--- config.mk ---
export PLATFORM = sky130hd
export DESIGN_NAME = cap_touch_baseline_detector
export DESIGN_NICKNAME = d
export VERILOG_FILES = /design/src/hdl/ctbd_pkg.sv /design/src/hdl/ctbd_win_stats.sv /design/src/hdl/cap_touch_baseline_detector.sv
export SDC_FILE = /design/constraint.sdc
export NUM_CORES = 2
export LEC_CHECK = 0
export ABC_AREA = 1
export ABC_CLOCK_PERIOD_IN_PS = 20100
export BUFFER_PORTS_ARGS = -buffer_cell sky130_fd_sc_hd__clkbuf_2
export CORE_ASPECT_RATIO = 0.7
export CORE_MARGIN = 4
export CORE_UTILIZATION = 55
export DETAILED_ROUTE_END_ITERATION = 6
export PLACE_DENSITY_LB_ADDON = 0.3
export RECOVER_POWER = 100
export SLEW_MARGIN = 20
export SYNTH_ARGS = -nofsm -noshare
export SYNTH_HDL_FRONTEND = slang
export SYNTH_SLANG_ARGS = --single-unit
--- constraint.sdc ---
create_clock -name i_clk -period 20.1 [get_ports i_clk]
set_input_delay 5.025 -clock i_clk [delete_from_list [all_inputs] [get_ports i_clk]]
set_output_delay 5.025 -clock i_clk [all_outputs]
set_load 0.01 [all_outputs]
--- src/hdl/ctbd_pkg.sv ---
// Shared types and constants for the capacitive touch baseline detector.
package ctbd_pkg;

    localparam int SMP_W = 16;
    localparam int CH_W  = 2;
    localparam int DBC_W = 8;

    localparam logic [SMP_W-1:0] SENS_RST = 16'd100;
    localparam logic [SMP_W-1:0] TOL_RST  = 16'd50;
    localparam logic [DBC_W-1:0] DBC_RST  = 8'd3;

    localparam logic [1:0] CFG_SENSITIVITY    = 2'd0;
    localparam logic [1:0] CFG_WAVE_TOLERANCE = 2'd1;
    localparam logic [1:0] CFG_DEBOUNCE_COUNT = 2'd2;

    typedef struct packed {
        logic [CH_W-1:0]  channel;
        logic [SMP_W-1:0] sample;
    } t_in_req;

    typedef struct packed {
        logic             touch_event;
        logic [CH_W-1:0]  channel_out;
        logic             window_ready;
        logic [SMP_W-1:0] baseline_out;
    } t_out_req;

    typedef struct packed {
        logic             full;
        logic [SMP_W-1:0] lo;
        logic [SMP_W-1:0] hi;
        logic             dbnc_met;
    } t_win_stat;

endpackage

--- src/hdl/ctbd_win_stats.sv ---
// Window statistics: fill check, min/max tree and below-threshold count.
module ctbd_win_stats
    import ctbd_pkg::*;
#(
    parameter int WINDOW_DEPTH = 8
) (
    input  logic [WINDOW_DEPTH-1:0][SMP_W-1:0] i_win,
    input  logic [SMP_W-1:0]                   i_thr,
    input  logic [DBC_W-1:0]                   i_dbnc,
    output t_win_stat                          o_stat
);

    localparam int LVL   = $clog2(WINDOW_DEPTH);
    localparam int LEAVES = 1 << LVL;
    localparam int CNT_W = $clog2(WINDOW_DEPTH + 1);
    localparam int CMP_W = (CNT_W > DBC_W) ? CNT_W : DBC_W;

    logic [SMP_W-1:0] lo_t [1:2*LEAVES-1];
    logic [SMP_W-1:0] hi_t [1:2*LEAVES-1];
    logic [CNT_W-1:0] cnt;
    logic             full;

    always_comb begin
        for (int k = 0; k < LEAVES; k++) begin
            if (k < WINDOW_DEPTH) begin
                lo_t[LEAVES+k] = i_win[k];
                hi_t[LEAVES+k] = i_win[k];
            end else begin
                lo_t[LEAVES+k] = i_win[0];
                hi_t[LEAVES+k] = i_win[0];
            end
        end
        for (int k = LEAVES - 1; k >= 1; k--) begin
            lo_t[k] = (lo_t[2*k] < lo_t[2*k+1]) ? lo_t[2*k] : lo_t[2*k+1];
            hi_t[k] = (hi_t[2*k] > hi_t[2*k+1]) ? hi_t[2*k] : hi_t[2*k+1];
        end
    end

    always_comb begin
        cnt  = '0;
        full = 1'b1;
        for (int i = 0; i < WINDOW_DEPTH; i++) begin
            cnt = cnt + CNT_W'(i_win[i] < i_thr);
            if (i_win[i] == '0) begin
                full = 1'b0;
            end
        end
    end

    assign o_stat.full     = full;
    assign o_stat.lo       = lo_t[1];
    assign o_stat.hi       = hi_t[1];
    assign o_stat.dbnc_met = CMP_W'(cnt) > CMP_W'(i_dbnc);

endmodule

--- src/hdl/cap_touch_baseline_detector.sv ---
// Top level of the capacitive touch baseline detector.
//
//  channel | direction | handshake              | payload
//  --------+-----------+------------------------+-----------------------------
//  in      | request   | i_in_valid/o_in_ready  | i_in_req   (channel, sample)
//  out     | result    | o_out_valid/i_out_ready| o_out_req  (event, ch, rdy, base)
//  cfg     | write     | i_cfg_we               | i_cfg_idx, i_cfg_data
//
// One request per cycle unless output stalls; input and result are registered.
// The input register feeds the window min/max tree and pad update in one pass;
// pad state and the result register load on the same edge.
// A stalled output holds the result and the input register keeps accepting
// as long as the result register drains.
// Synchronous active-low reset clears all windows, baselines, thresholds and flags.
module cap_touch_baseline_detector
    import ctbd_pkg::*;
#(
    parameter int WINDOW_DEPTH = 8,
    parameter int NUM_PADS     = 4
) (
    input  logic             i_clk,
    input  logic             i_rst_n,
    input  logic             i_in_valid,
    output logic             o_in_ready,
    input  t_in_req          i_in_req,
    output logic             o_out_valid,
    input  logic             i_out_ready,
    output t_out_req         o_out_req,
    input  logic             i_cfg_we,
    input  logic [1:0]       i_cfg_idx,
    input  logic [SMP_W-1:0] i_cfg_data
);

    localparam int PAD_W = (NUM_PADS > 1) ? $clog2(NUM_PADS) : 1;

    logic [WINDOW_DEPTH-1:0][SMP_W-1:0] r_win [NUM_PADS];
    logic [SMP_W-1:0]                   r_base [NUM_PADS];
    logic [SMP_W-1:0]                   r_thr [NUM_PADS];
    logic [NUM_PADS-1:0]                r_rep;

    logic [SMP_W-1:0] r_sens;
    logic [SMP_W-1:0] r_tol;
    logic [DBC_W-1:0] r_dbnc;

    logic     r_in_vld;
    t_in_req  r_in;
    logic     r_out_vld;
    t_out_req r_out;

    logic                               adv;
    logic                               pad_ok;
    logic [PAD_W-1:0]                   pad;
    logic [WINDOW_DEPTH-1:0][SMP_W-1:0] cur_win;
    logic [WINDOW_DEPTH-1:0][SMP_W-1:0] win_sh;
    logic [SMP_W-1:0]                   cur_base;
    logic [SMP_W-1:0]                   cur_thr;
    logic                               cur_rep;
    t_win_stat                          stat;
    logic [SMP_W:0]                     mid_sum;
    logic [SMP_W-1:0]                   mid;
    logic                               stable;
    logic                               take_base;
    logic                               fire;
    logic [SMP_W-1:0]                   new_thr;
    t_out_req                           n_out;

    assign adv         = r_in_vld && (!r_out_vld || i_out_ready);
    assign o_in_ready  = !r_in_vld || adv;
    assign o_out_valid = r_out_vld;
    assign o_out_req   = r_out;

    assign pad_ok = 32'(r_in.channel) < NUM_PADS;
    assign pad    = PAD_W'(r_in.channel);

    always_comb begin
        if (pad_ok) begin
            cur_win  = r_win[pad];
            cur_base = r_base[pad];
            cur_thr  = r_thr[pad];
            cur_rep  = r_rep[pad];
        end else begin
            cur_win  = '0;
            cur_base = '0;
            cur_thr  = '0;
            cur_rep  = 1'b0;
        end
    end

    // newest sample enters slot zero
    assign win_sh = {cur_win[WINDOW_DEPTH-2:0], r_in.sample};

    ctbd_win_stats #(
        .WINDOW_DEPTH(WINDOW_DEPTH)
    ) u_stats (
        .i_win (win_sh),
        .i_thr (cur_thr),
        .i_dbnc(r_dbnc),
        .o_stat(stat)
    );

    assign mid_sum   = {1'b0, stat.hi} + {1'b0, stat.lo};
    assign mid       = mid_sum[SMP_W:1];
    assign stable    = (stat.hi - stat.lo) < r_tol;
    assign take_base = stat.full && stable && (mid > cur_thr);
    assign fire      = stat.full && !stable && !cur_rep && stat.dbnc_met;
    assign new_thr   = (mid > r_sens) ? (mid - r_sens) : '0;

    always_comb begin
        n_out.touch_event  = pad_ok && fire;
        n_out.channel_out  = r_in.channel;
        n_out.window_ready = pad_ok && stat.full;
        n_out.baseline_out = !pad_ok ? '0 : (take_base ? mid : cur_base);
    end

    always_ff @(posedge i_clk) begin
        if (!i_rst_n) begin
            r_in_vld  <= 1'b0;
            r_out_vld <= 1'b0;
        end else begin
            if (o_in_ready) begin
                r_in_vld <= i_in_valid;
            end
            if (adv) begin
                r_out_vld <= 1'b1;
            end else if (i_out_ready) begin
                r_out_vld <= 1'b0;
            end
        end
    end

    always_ff @(posedge i_clk) begin
        if (o_in_ready && i_in_valid) begin
            r_in <= i_in_req;
        end
        if (adv) begin
            r_out <= n_out;
        end
    end

    always_ff @(posedge i_clk) begin
        if (!i_rst_n) begin
            r_sens <= SENS_RST;
            r_tol  <= TOL_RST;
            r_dbnc <= DBC_RST;
        end else if (i_cfg_we) begin
            case (i_cfg_idx)
                CFG_SENSITIVITY: begin
                    r_sens <= i_cfg_data;
                end
                CFG_WAVE_TOLERANCE: begin
                    r_tol <= i_cfg_data;
                end
                CFG_DEBOUNCE_COUNT: begin
                    r_dbnc <= i_cfg_data[DBC_W-1:0];
                end
                default: begin
                end
            endcase
        end
    end

    always_ff @(posedge i_clk) begin
        if (!i_rst_n) begin
            for (int p = 0; p < NUM_PADS; p++) begin
                r_win[p]  <= '0;
                r_base[p] <= '0;
                r_thr[p]  <= '0;
            end
            r_rep <= '0;
        end else if (adv && pad_ok) begin
            r_win[pad] <= win_sh;
            if (take_base) begin
                r_base[pad] <= mid;
                r_thr[pad]  <= new_thr;
                r_rep[pad]  <= 1'b0;
            end else if (fire) begin
                r_rep[pad] <= 1'b1;
            end
        end
    end

endmodule

==> impl_metrics.toml <==
[status]
status = "complete, but fails checks"
failed_checks = "DRC, capacitance limit, slew limit"

[clock_tree]
clockRootBuffer = "clkbuf_16"
clk_pin_slew_ps = 60
cts_max_level = 3
clkLatencyLatePin_ps = 660
cts_hold_buf = 0
cts_resized = 0
cts_made_buffers = 66
cts_sinks = 662
postCtsSetupBuffers = 0
tritoncts = "built"
clock_path_buffers = 3

[timing]
relSlewSlack_pct = -197
maxSlewViolCount = 1008
rsz0062_at_grt = "no"
max_freq_mhz = 57.4
min_period_ps = 17420
final-hold-violation-count = 0
fin_setup_tns_ps = 0
setup_viol = 0
post-route-period-util_pct = 86.7
worst_pin_slew_ps = 4460
finClkSkew_ps = 46.8

[synthesis]
async_reset_ff_share_pct = 0
synth-compound-area-share_pct = 13.0
synth_mux_area_share_pct = 0
synthXorXnorAreaFrac_pct = 0.920
ys_top_cells_by_count = "nand2_1, nor2_1, edfxtp_1"
synth_most_common_cell = "nand2_1"
synth.area.top_cells = "edfxtp_1, ha_1, nand2_1"
ys_seq_elements = 662
yosys_warnings = 0
synth_edf_count = 614
ys.flop_type = "edfxtp_1"
synth_area_um2 = 40000
avgSynthCellArea_um2 = 8.94
ys_seq_area_share_pct = 48.5
synthSimpleGateAreaFrac_pct = 19.2
synthAdderAreaFrac_pct = 11.6
yosys.cell_types.count = 55
yosysTopAreaCellShare_pct = 46.1
synth_top_family_by_area = "simple AND/OR/NAND/NOR gates"
syn_inst = 4473
yosys.area.top_type = "edfxtp_1"
syn_nets = 4880

[setup_path]
r2r_cells = 61
reg2reg_setup_slack_ps = 2680
timing.rr.end = "r_thr[2][2]"
critPathMaxFanout = 86
end_kind = "flip-flop"
cpPeakStageDelay_ps = 980
cp_common_cell = "nand2_1"
worstPathArrival_ps = 17870
required_ps = 20550
worstSetupPathType = "reg -> reg"
cp-start-kind = "flip-flop"
slowest_stage = "nor2_1"

[final_layout]
area_growth_pct = 6.74
layout.nets = 4846
final_core_util_pct = 59.4
layout-drive-gt1-share_pct = 5.19

[detailed_routing]
wire_per_inst_um = 22.4
routed_wl_um = 122000
wl_met2_um = 48400
drt-initial-drc-count = 4344
route.met3.wl_um = 17300
drt_first_pass_iters = 7
final_antenna_net_count = 0
drc_errors = 18
vias = 32500
via_per_inst = 5.97
dr.max_layer_used = "met5"
drt-met1-wl_um = 52900

[grt]
grt_pass1_wl_um = 181000
overflow = 0
grt_start_max_net_pins = 217
antenna_found_initial = 2
grt_pass1_vias = 29200
track_usage_pct = 31.3

[place]
portBuffers = 62
routabilityCongestion = 1.04
place_hpwl_um = 82600

[floorplanning]
die_area_um2 = 77200
initial_core_util_pct = 55.7
rows = 82
die_h_um = 234
core_um2 = 71800
die_w_um = 330
io_pins = 63

[hold_path]
min_path_cells = 2
hp-start = "r_dbnc[3]"
worstHoldEndpoint = "r_dbnc[3]"
hold_path.class = "reg -> reg"

[job]
drv_cap = 20
[cells in the final DEF (no fill, tap or decap), types with 13 or more instances in the layout]
| master | n |
|---|---|
| xor2_1 | 34 |
| nand2_1 | 946 |
| edfxtp_1 | 614 |
| a21oi_1 | 326 |
| clkbuf_2 | 37 |
| buf_4 | 31 |
| o22ai_1 | 16 |
| inv_2 | 13 |
| a211oi_1 | 14 |
| a32o_1 | 42 |
| o21ai_0 | 380 |
| clkbuf_16 | 69 |
| a32oi_1 | 21 |
| inv_1 | 396 |
| nor3_1 | 29 |
| nor2_2 | 29 |
| nand4_1 | 56 |
| dfxtp_1 | 46 |
| nand3_1 | 135 |
| ha_1 | 359 |
| clkbuf_1 | 58 |
| clkinv_1 | 15 |
| o211ai_1 | 24 |
| nor2_1 | 650 |
[cells by family (layout without fill, tap and decap cells)]
logic type | after synthesis | after routing
buffers and inverters | 638 | 651
DFF | 662 | 662
AOI/OAI and AO/OA | 897 | 897
xor gates and xnor gates | 42 | 42
and+or+nand+nor | 1868 | 1868
adders and majority gates | 366 | 366
other | 0 | 2
[per-layer routing]
layer / up-vias / track usage, %
met5: - / 0
met4: 6 / 9.71
met2: 1862 / 42.1
met3: 242 / 11.2
li1: 15300 / -
met1: 15200 / 46.7
[metrics by stage]
stage / hold slack [ps] / instance area, um^2 / cells / setup WS (ps)
floorplan: 424 / 40000 / 4473 / 8090
global placement: 453 / 40900 / 5337 / 4320
detailed placement: 457 / 40900 / 5337 / 4190
CTS: 466 / 43000 / 5452 / 4080
global route: 487 / 42700 / 5452 / 1340
finish: 462 / 42700 / 5454 / 2680
[registers in the layout, indices dropped and copies added, names as in the netlist, named ones only]
signal and count:
r_in 16, r_thr 64, r_base 64, r_win 448, r_in_vld 1, o_out_valid 1, r_dbnc 8, o_out_req 20
r_tol 16, pad 2, r_sens 16
[critical path: cells and delay by family, from the launching register on]
kind	cells	cell delay, ps
AO/OA/AOI/OAI	23	5120
XOR/XNOR	1	490
adder cells (fa/ha/maj)	5	1800
buffers and inverters	8	3500
flip-flops	1	510
AND/OR/NAND/NOR	24	5690
[worst max path at each step]
stage,cells past startpoint,end,slack (ps)
after floorplan,66,flip-flop,8090
after global placement,61,r_thr[2][2],4320
after detailed placement,61,r_thr[2][2],4190
after CTS,60,r_thr[2][14],4080
after global routing,61,r_thr[2][2],1340
final,61,r_thr[2][2],2680
[cell type report]
cell class	instances	area [um^2]
timing repair buffer	113	603
clock buffer	87	1830
antenna	2	5.00
fill	6287	29100
inverter	423	1620
clock inverter	28	312
tap	966	1210
multi-input combinational	3173	17700
sequential	662	19400
Power is left out: the tool's default activity adds up to more than one toggle a clock period on the data nets, which glitch-free logic cannot reach.
